[config.mk]
export PLATFORM = sky130hd
export DESIGN_NAME = utf8_to_utf16_decoder_unit
export DESIGN_NICKNAME = d
export VERILOG_FILES = /design/src/rtl/utf8dec_pkg.sv /design/src/rtl/utf8dec_decode.sv /design/src/rtl/utf8_to_utf16_decoder_unit.sv
export SDC_FILE = /design/constraint.sdc
export NUM_CORES = 1
export LEC_CHECK = 0
export ABC_AREA = 0
export BUFFER_PORTS_ARGS = -buffer_cell sky130_fd_sc_hd__buf_4
export CORE_ASPECT_RATIO = 1.25
export CORE_UTILIZATION = 35
export DETAILED_ROUTE_END_ITERATION = 12
export SLEW_MARGIN = 20
export SYNTH_ARGS = -nofsm -noshare
export SYNTH_HDL_FRONTEND = slang
export SYNTH_SLANG_ARGS = --single-unit
[constraint.sdc]
create_clock -name aclk -period 5.8 [get_ports aclk]
set_clock_uncertainty 0.1 [all_clocks]
set_input_delay 0.58 -clock aclk [delete_from_list [all_inputs] [get_ports aclk]]
set_output_delay 0.58 -clock aclk [all_outputs]
set_load 0.005 [all_outputs]
[src/rtl/utf8dec_pkg.sv]
// Shared types and constants for the UTF-8 to UTF-16 decoder.
package utf8dec_pkg;

    localparam int MAX_UNITS = 5;
    localparam int SLOT_W    = $clog2(MAX_UNITS);

    localparam logic [15:0] REPLACEMENT_RESET = 16'h0020;
    localparam logic [20:0] SUPP_BASE         = 21'h010000;
    localparam logic [15:0] HIGH_SURR_BASE    = 16'hD800;
    localparam logic [15:0] LOW_SURR_BASE     = 16'hDC00;

    localparam logic [2:0] LEN_NONE = 3'd0;
    localparam logic [2:0] LEN_TWO  = 3'd2;
    localparam logic [2:0] LEN_THREE = 3'd3;
    localparam logic [2:0] LEN_FOUR = 3'd4;

    typedef struct packed {
        logic [2:0]  expected_length;
        logic [1:0]  bytes_taken;
        logic [20:0] partial_point;
        logic        stopped_by_zero;
    } dec_state_t;

    typedef struct packed {
        logic [MAX_UNITS-1:0][15:0] units;
        logic [SLOT_W-1:0]          count;
        logic                       term;
    } unit_plan_t;

endpackage

[src/rtl/utf8dec_decode.sv]
// Combinational decode of one source byte into a list of code units and the next state.
module utf8dec_decode
    import utf8dec_pkg::*;
(
    input  dec_state_t  state_cur,
    input  logic [7:0]  data_byte,
    input  logic        end_of_text,
    input  logic [15:0] replacement_unit,
    output dec_state_t  state_next,
    output unit_plan_t  plan
);

    logic [1:0]  pre_n;
    logic [1:0]  mid_n;
    logic [1:0]  post_n;
    logic [15:0] mid0;
    logic [15:0] mid1;
    logic        lead_now;
    logic [2:0]  taken;
    logic [20:0] point_ext;
    logic [20:0] supp;
    dec_state_t  st;

    always_comb begin
        st        = state_cur;
        pre_n     = 2'd0;
        mid_n     = 2'd0;
        post_n    = 2'd0;
        mid0      = 16'h0000;
        mid1      = 16'h0000;
        lead_now  = 1'b0;
        taken     = {1'b0, state_cur.bytes_taken} + 3'd1;
        point_ext = {state_cur.partial_point[14:0], data_byte[5:0]};
        supp      = point_ext - SUPP_BASE;

        if (!state_cur.stopped_by_zero) begin
            if (state_cur.expected_length != LEN_NONE) begin
                if (data_byte[7:6] == 2'b10) begin
                    if (taken >= state_cur.expected_length) begin
                        st.expected_length = LEN_NONE;
                        st.bytes_taken     = 2'd0;
                        st.partial_point   = 21'd0;
                        if (point_ext[20:16] == 5'd0) begin
                            mid_n = 2'd1;
                            mid0  = point_ext[15:0];
                        end else begin
                            mid_n = 2'd2;
                            mid0  = HIGH_SURR_BASE | {5'd0, supp[20:10]};
                            mid1  = LOW_SURR_BASE | {6'd0, supp[9:0]};
                        end
                    end else begin
                        st.bytes_taken   = taken[1:0];
                        st.partial_point = point_ext;
                    end
                end else begin
                    pre_n              = state_cur.bytes_taken;
                    st.expected_length = LEN_NONE;
                    st.bytes_taken     = 2'd0;
                    st.partial_point   = 21'd0;
                    lead_now           = 1'b1;
                end
            end else begin
                lead_now = 1'b1;
            end
        end

        if (lead_now) begin
            if (!data_byte[7]) begin
                if (data_byte == 8'h00) begin
                    st.stopped_by_zero = 1'b1;
                end else begin
                    mid_n = 2'd1;
                    mid0  = {8'h00, data_byte};
                end
            end else if (data_byte[7:5] == 3'b110) begin
                st.expected_length = LEN_TWO;
                st.bytes_taken     = 2'd1;
                st.partial_point   = {16'd0, data_byte[4:0]};
            end else if (data_byte[7:4] == 4'b1110) begin
                st.expected_length = LEN_THREE;
                st.bytes_taken     = 2'd1;
                st.partial_point   = {17'd0, data_byte[3:0]};
            end else if (data_byte[7:3] == 5'b11110) begin
                st.expected_length = LEN_FOUR;
                st.bytes_taken     = 2'd1;
                st.partial_point   = {18'd0, data_byte[2:0]};
            end else begin
                mid_n = 2'd1;
                mid0  = replacement_unit;
            end
        end

        if (end_of_text) begin
            if (st.expected_length != LEN_NONE) begin
                post_n = st.bytes_taken;
            end
            st.expected_length = LEN_NONE;
            st.bytes_taken     = 2'd0;
            st.partial_point   = 21'd0;
            st.stopped_by_zero = 1'b0;
        end

        state_next = st;
    end

    always_comb begin
        logic [SLOT_W-1:0] pre_end;
        logic [SLOT_W-1:0] mid_end;
        logic [SLOT_W-1:0] post_end;
        logic [SLOT_W-1:0] slot;
        pre_end  = SLOT_W'(pre_n);
        mid_end  = pre_end + SLOT_W'(mid_n);
        post_end = mid_end + SLOT_W'(post_n);
        for (int i = 0; i < MAX_UNITS; i++) begin
            slot = SLOT_W'(i);
            if (slot < pre_end) begin
                plan.units[i] = replacement_unit;
            end else if (slot < mid_end) begin
                plan.units[i] = (slot == pre_end) ? mid0 : mid1;
            end else if (slot < post_end) begin
                plan.units[i] = replacement_unit;
            end else begin
                plan.units[i] = 16'h0000;
            end
        end
        plan.count = post_end + SLOT_W'(end_of_text);
        plan.term  = end_of_text;
    end

endmodule

[src/rtl/utf8_to_utf16_decoder_unit.sv]
// Top level of the UTF-8 to UTF-16 decoder: input decode, unit list register and output sequencer.
//
// The slave channel takes one UTF-8 source byte per word in s_tdata; s_tlast marks the
// final byte of the buffer. The master channel gives one UTF-16 code unit per word,
// together with the running unit count; m_tuser flags the zero terminator that follows
// the final byte, and m_tlast marks the last word caused by one source byte.
// A byte is decoded in the cycle it is accepted and its words are held in a unit list
// register; the first word is presented in the cycle after acceptance. A byte's words
// then leave one at a time, at most five of them. The list register lets the next byte
// be accepted in the same cycle that the last word of the current byte is taken. The
// user must write the replacement unit through cfg_we and cfg_wdata only while the
// block is idle; the block itself does not enforce this. A synchronous low aresetn
// clears the pending sequence, the unit count and the list valid flag and slot, and
// sets the replacement unit to a space. When the receiver holds m_tready low, the
// current word stays on the master channel and s_tready stays low until it is taken.
module utf8_to_utf16_decoder_unit
    import utf8dec_pkg::*;
(
    input  logic        aclk,
    input  logic        aresetn,
    input  logic        cfg_we,
    input  logic [15:0] cfg_wdata,
    input  logic        s_tvalid,
    output logic        s_tready,
    input  logic [7:0]  s_tdata,   // data_byte[7:0]
    input  logic        s_tlast,
    output logic        m_tvalid,
    input  logic        m_tready,
    output logic [47:0] m_tdata,   // code_unit[15:0], unit_count[47:16]
    output logic        m_tuser,   // is_terminator
    output logic        m_tlast
);

    dec_state_t        state_reg;
    dec_state_t        state_next;
    unit_plan_t        plan_reg;
    unit_plan_t        plan_next;
    logic              plan_valid_reg;
    logic [SLOT_W-1:0] slot_reg;
    logic [31:0]       count_reg;
    logic [31:0]       count_inc;
    logic [15:0]       replacement_reg;
    logic              s_accept;
    logic              m_accept;
    logic              last_slot;
    logic              is_term;
    logic [15:0]       unit_out;

    utf8dec_decode u_decode (
        .state_cur        (state_reg),
        .data_byte        (s_tdata),
        .end_of_text      (s_tlast),
        .replacement_unit (replacement_reg),
        .state_next       (state_next),
        .plan             (plan_next)
    );

    assign last_slot = (slot_reg == plan_reg.count - SLOT_W'(1));
    assign is_term   = plan_reg.term && last_slot;
    assign count_inc = (count_reg == 32'hFFFF_FFFF) ? count_reg : count_reg + 32'd1;
    assign unit_out  = is_term ? 16'h0000 : plan_reg.units[slot_reg];

    assign m_tvalid = plan_valid_reg;
    assign m_tdata  = {(is_term ? count_reg : count_inc), unit_out};
    assign m_tuser  = is_term;
    assign m_tlast  = last_slot;
    assign m_accept = m_tvalid && m_tready;
    assign s_tready = !plan_valid_reg || (m_tready && last_slot);
    assign s_accept = s_tvalid && s_tready;

    always_ff @(posedge aclk) begin
        if (!aresetn) begin
            replacement_reg <= REPLACEMENT_RESET;
        end else if (cfg_we) begin
            replacement_reg <= cfg_wdata;
        end
    end

    always_ff @(posedge aclk) begin
        if (!aresetn) begin
            state_reg <= '0;
        end else if (s_accept) begin
            state_reg <= state_next;
        end
    end

    always_ff @(posedge aclk) begin
        if (!aresetn) begin
            plan_valid_reg <= 1'b0;
            slot_reg       <= '0;
        end else if (s_accept) begin
            plan_valid_reg <= (plan_next.count != '0);
            slot_reg       <= '0;
        end else if (m_accept) begin
            if (last_slot) begin
                plan_valid_reg <= 1'b0;
            end else begin
                slot_reg <= slot_reg + SLOT_W'(1);
            end
        end
    end

    always_ff @(posedge aclk) begin
        if (s_accept) begin
            plan_reg <= plan_next;
        end
    end

    always_ff @(posedge aclk) begin
        if (!aresetn) begin
            count_reg <= 32'd0;
        end else if (m_accept) begin
            count_reg <= is_term ? 32'd0 : count_inc;
        end
    end

endmodule

After elaboration in Yosys (flattened, before gate mapping) --
Index checks and enable logic that the tools add are counted.
Storage, ports and cells: bits in read-only memories 0, memory bits (writable) 0, latch bits 0, logic and storage cells 146, memories 0, register bits after elaboration 163, output and inout bits 52, bits of input ports 30
Operators by class: $mul 0, equal/unequal tests 10, $add $sub $neg 8, multiplexer cells 75, magnitude comparators 16, div/mod/pow operators 0, bitwise logic cells 2, shift-type cells 0, reduce and logical (&&, ||, !) cells 20
Operator list (count):
- two-way mux 16 bit | 36
- two-way mux 26 bit | 7
- two-way mux 32 bit | 3
- two-way mux 27 bit | 2
- binary-select mux 16 bit (select 3 bit) | 1
- adder 32 x 1 -> 32 bit (second input constant) | 1
- == test 32 bit (second input constant) | 1
- two-way mux 2 bit | 16
- two-way mux 23 bit | 1
- subtractor 21 x 17 -> 21 bit (second input constant) | 1
- less-than comparator 1 x 3 -> 1 bit (first input constant) | 4
- less-than comparator 2 x 3 -> 1 bit (first input constant) | 4
- nonzero test 3 bit | 3
- zero test 8 bit | 1
- two-way mux 1 bit | 8
- nonzero test 2 bit | 4
- less-than comparator 3 bit (first input constant) | 2
- == test 5 bit (second input constant) | 1
- zero test 5 bit | 1
- == test 2 bit (first input constant) | 2
- == test 4 bit (second input constant) | 1
- logical AND 1 bit | 4
- less-than comparator 1 x 2 -> 1 bit (first input constant) | 2
- less-than comparator 3 x 4 -> 1 bit (second input constant) | 1
- other kinds (22) | 24

Depth between registers and ports, before layout --
depth after elaboration 19, mapped depth 15

Cells and area by module --
From an unflattened synthesis, not the netlist that was laid out.
Second synthesis, totals: cells, all modules 1059, area, all modules 10057.1 µm²
Modules (own cells, without submodules):
- utf8_to_utf16_decoder_unit | cells an instance 681, seq. area each 4103.9 µm², area an instance 7573.5 µm², times used 1
- utf8dec_decode | cells an instance 378, seq. area each 0.0 µm², area an instance 2483.6 µm², times used 1

Worst setup path after synthesis --
Ideal clock, no wire load.
kind register to register, start point register state_reg[22] in the netlist's numbering, end point register plan_reg[43] in the netlist's numbering (data pin), setup slack 1.493 ns, period minus slack after synthesis 4.307 ns, arrival time 3.946 ns, stages on the path, launching flop included 16, data required time 5.438 ns, cells stage by stage dfxtp_1 ha_1 ha_1 a211oi_1 or3_4 buf_6 o21ai_0 ha_1 fa_1 fa_1 xor2_1 a21oi_1 o21ai_0 clkbuf_1 a222oi_1 inv_1
RTL lines:
- start, declared | RTL line utf8_to_utf16_decoder_unit.sv:34 | dec_state_t state_reg;
- start signal, assigned | RTL line utf8_to_utf16_decoder_unit.sv:83 | state_reg <= state_next;
- end signal, assigned | RTL line utf8_to_utf16_decoder_unit.sv:105 | plan_reg <= plan_next;
- end, declared | RTL line utf8_to_utf16_decoder_unit.sv:36 | unit_plan_t plan_reg;

==> reports/qor.csv <==
metric,value,unit
synth-edff-count,84,
ir_worst_vdd,0.198,mV
drt-pass1-iter-count,6,
fp.dieH,183,µm
dpl-instance-area,10000,µm²
drcViolationCount,0,
grt_max_degree,88,
wirelength,26400,µm
cts_resized,0,
antenna_cells,0,
cts_sinks,157,
synthesis.instances,938,
overflow,0,
final.setup.tns,0,ps
synth_nets,982,
syn_area,9130,µm²
grt_antenna_before_repair,0,
synth_cell_types,86,
yosysWarnings,0,
setup_violations,0,
critical_path_class,flop to flop,
ys.flop_type,edfxtp_1,
numCtsBuffers,17,
final_core_util,41.8,%
cts_hold_buf,0,
finalMaxSlewViolations,0,
cts_buffer_depth,2,
dp_slack,661,ps
dp_hpwl,19000,µm
ys_seq_elements,157,
status,"complete, no violations",
clock-root-buffer,clkbuf_16,
die_w,146,µm
worst_slack,642,ps
worstPathMaxFanout,15,
p_leak,0.00415,µW
io_pins,82,
nNetsFinal,1040,
fin_area,10600,µm²
post_cts_buffers,0,
drt_iter0_drc,519,
synth-seq-area-share,43.7,%
clk_latency,430,ps
end_kind,flop,
avgRoutedWirePerCell,19.6,µm
hold_path.class,primary input to flop,
cts.htree.levels,4,
arrival,5370,ps
finalHoldViolCount,0,
cts_tree,built,
clkSlewWorstSetupHoldPaths,80,ps
gp_congestion,0.918,
start_util,35.8,%
cp.required,6010,ps
largest_reg_flops,84,
p_total,2720,µW
power_density,256,nW/µm²
routed_via_density,5.74,
io_buffers,81,
avgSynthCellArea,9.73,µm²
grt_setup_unrepaired,false,
drive_gt1_share,18.3,%
min_period,5160,ps
core_area,25500,µm²
worstMarginPinSlew,1130,ps
ys_async_sr_fraction,0,%
rows,65,
die-area,26700,µm²
syn2layout_area_growth,16.6,%
grt_pass1_vias,7462,
track_usage,19.9,%
max_clock_freq,0.194,GHz
antenna_left,0,
vias,7711,
startpoint_type,flop,
grt_first_pass_wirelength,41600,µm
min_period_over_period,88.9,%
max_cap_violations,0,
relSlewSlack,24.3,%
## cells in the mapped netlist, types with 6 or more instances
cell type,n,area [µm²]
buf_2,18,90.1
xnor2_1,10,87.6
a32oi_1,9,78.8
a21o_1,6,45.0
mux4_2,16,360
a22o_1,25,219
and4_1,7,61.3
a31oi_1,7,43.8
edfxtp_1,84,2520
nor4_1,8,50.1
inv_1,21,78.8
nand2_1,95,357
a21oi_1,57,285
xor2_1,29,254
nand3_1,23,115
o21a_1,7,52.6
o21ai_0,44,220
and3_1,12,75.1
o31ai_1,7,52.6
a221o_1,9,90.1
nand4_1,10,62.6
dfxtp_1,73,1460
clkbuf_1,32,120
or3_1,17,106
and2_1,10,62.6
nor3_1,19,95.1
nor2_1,95,357
a22oi_1,42,315
mux2i_1,18,180
o21ai_1,11,55.1
ha_1,12,150
## cells in the final DEF (no fill, tap or decap), drive strengths merged, types with 9 or more instances in the layout
master	Yosys	routed
nand3	24	24
mux4	16	16
dfxtp	73	73
a21oi	61	61
or3	18	18
nor4	9	9
inv	23	32
nor3	23	23
nor2	96	96
a32oi	9	9
xnor2	10	10
and2	11	11
and3	14	14
a22oi	42	42
clkbuf	32	17
buf	27	98
mux2i	18	18
o21ai	55	55
xor2	29	29
edfxtp	84	84
nand4	12	12
a221o	9	9
nand2	96	96
a22o	25	25
ha	12	12
## path summary, 6_finish.rpt
kind | end | slack, ps | startpoint | depth (start not counted)
max | plan_reg[81] | 640 | state_reg[22] | 12
min | replacement_reg[5] | 250 | cfg_wdata[5] | 3
max reg2reg | plan_reg[81] | 640 | state_reg[22] | 12
min reg2reg | count_reg[31] | 390 | count_reg[31] | 2
## critical path, cell delays in order (launching register included)
cell,delay (ps)
dfxtp_1,570
ha_1,330
ha_1,280
a211oi_1,310
or3_4,330
o21ai_0,130
ha_1,220
fa_1,600
fa_1,350
nor2b_1,860
o22a_1,580
buf_4,250
and2_1,130
## final cells by class
| type | instances | area [µm²] |
|---|---|---|
| Timing Repair Buffer | 98 | 736 |
| Inverter | 24 | 91.3 |
| Fill cell | 2486 | 14800 |
| Tap cell | 335 | 419 |
| Multi-Input combinational cell | 698 | 4800 |
| Clock inverter | 15 | 186 |
| Clock buffer | 17 | 425 |
| Sequential cell | 157 | 3980 |
## stage by stage
stage | hold WS, ps | cells
after floorplan | 358 | 938
after global placement | 373 | 1312
after detailed placement | 388 | 1312
after CTS | 246 | 1344
after global routing | 246 | 1344
final | 254 | 1344
## routing by layer
metal | GRT usage (%) | share of wire [%] | vias to the layer above
li1 | - | - | 3679
met1 | 24.8 | 42 | 3661
met2 | 34.3 | 49 | 307
met3 | 2.88 | 5.6 | 64
met4 | 8.67 | 3.3 | 0
met5 | 0 | 0 | -
## where the power goes
part | internal (µW) | leakage, µW | switching (µW)
Combinational | 116 | 0.00241 | 171
Clock | 624 | 0.000303 | 534
Sequential | 1240 | 0.00143 | 37.9
## logic make-up (layout without fill, tap and decap cells)
kind of cell / Yosys count / after routing / share of synthesized area, %
flip-flops: 157 / 157 / 43.7
XOR/XNOR: 40 / 40 / 3.99
AND/OR/NAND/NOR: 334 / 334 / 18.9
adder cells (fa/ha/maj): 14 / 14 / 2.08
multiplexers: 34 / 34 / 5.92
AO/OA/AOI/OAI: 276 / 276 / 21.5
buffers and inverters: 83 / 154 / 3.91
(Power assumes the default switching activity.)
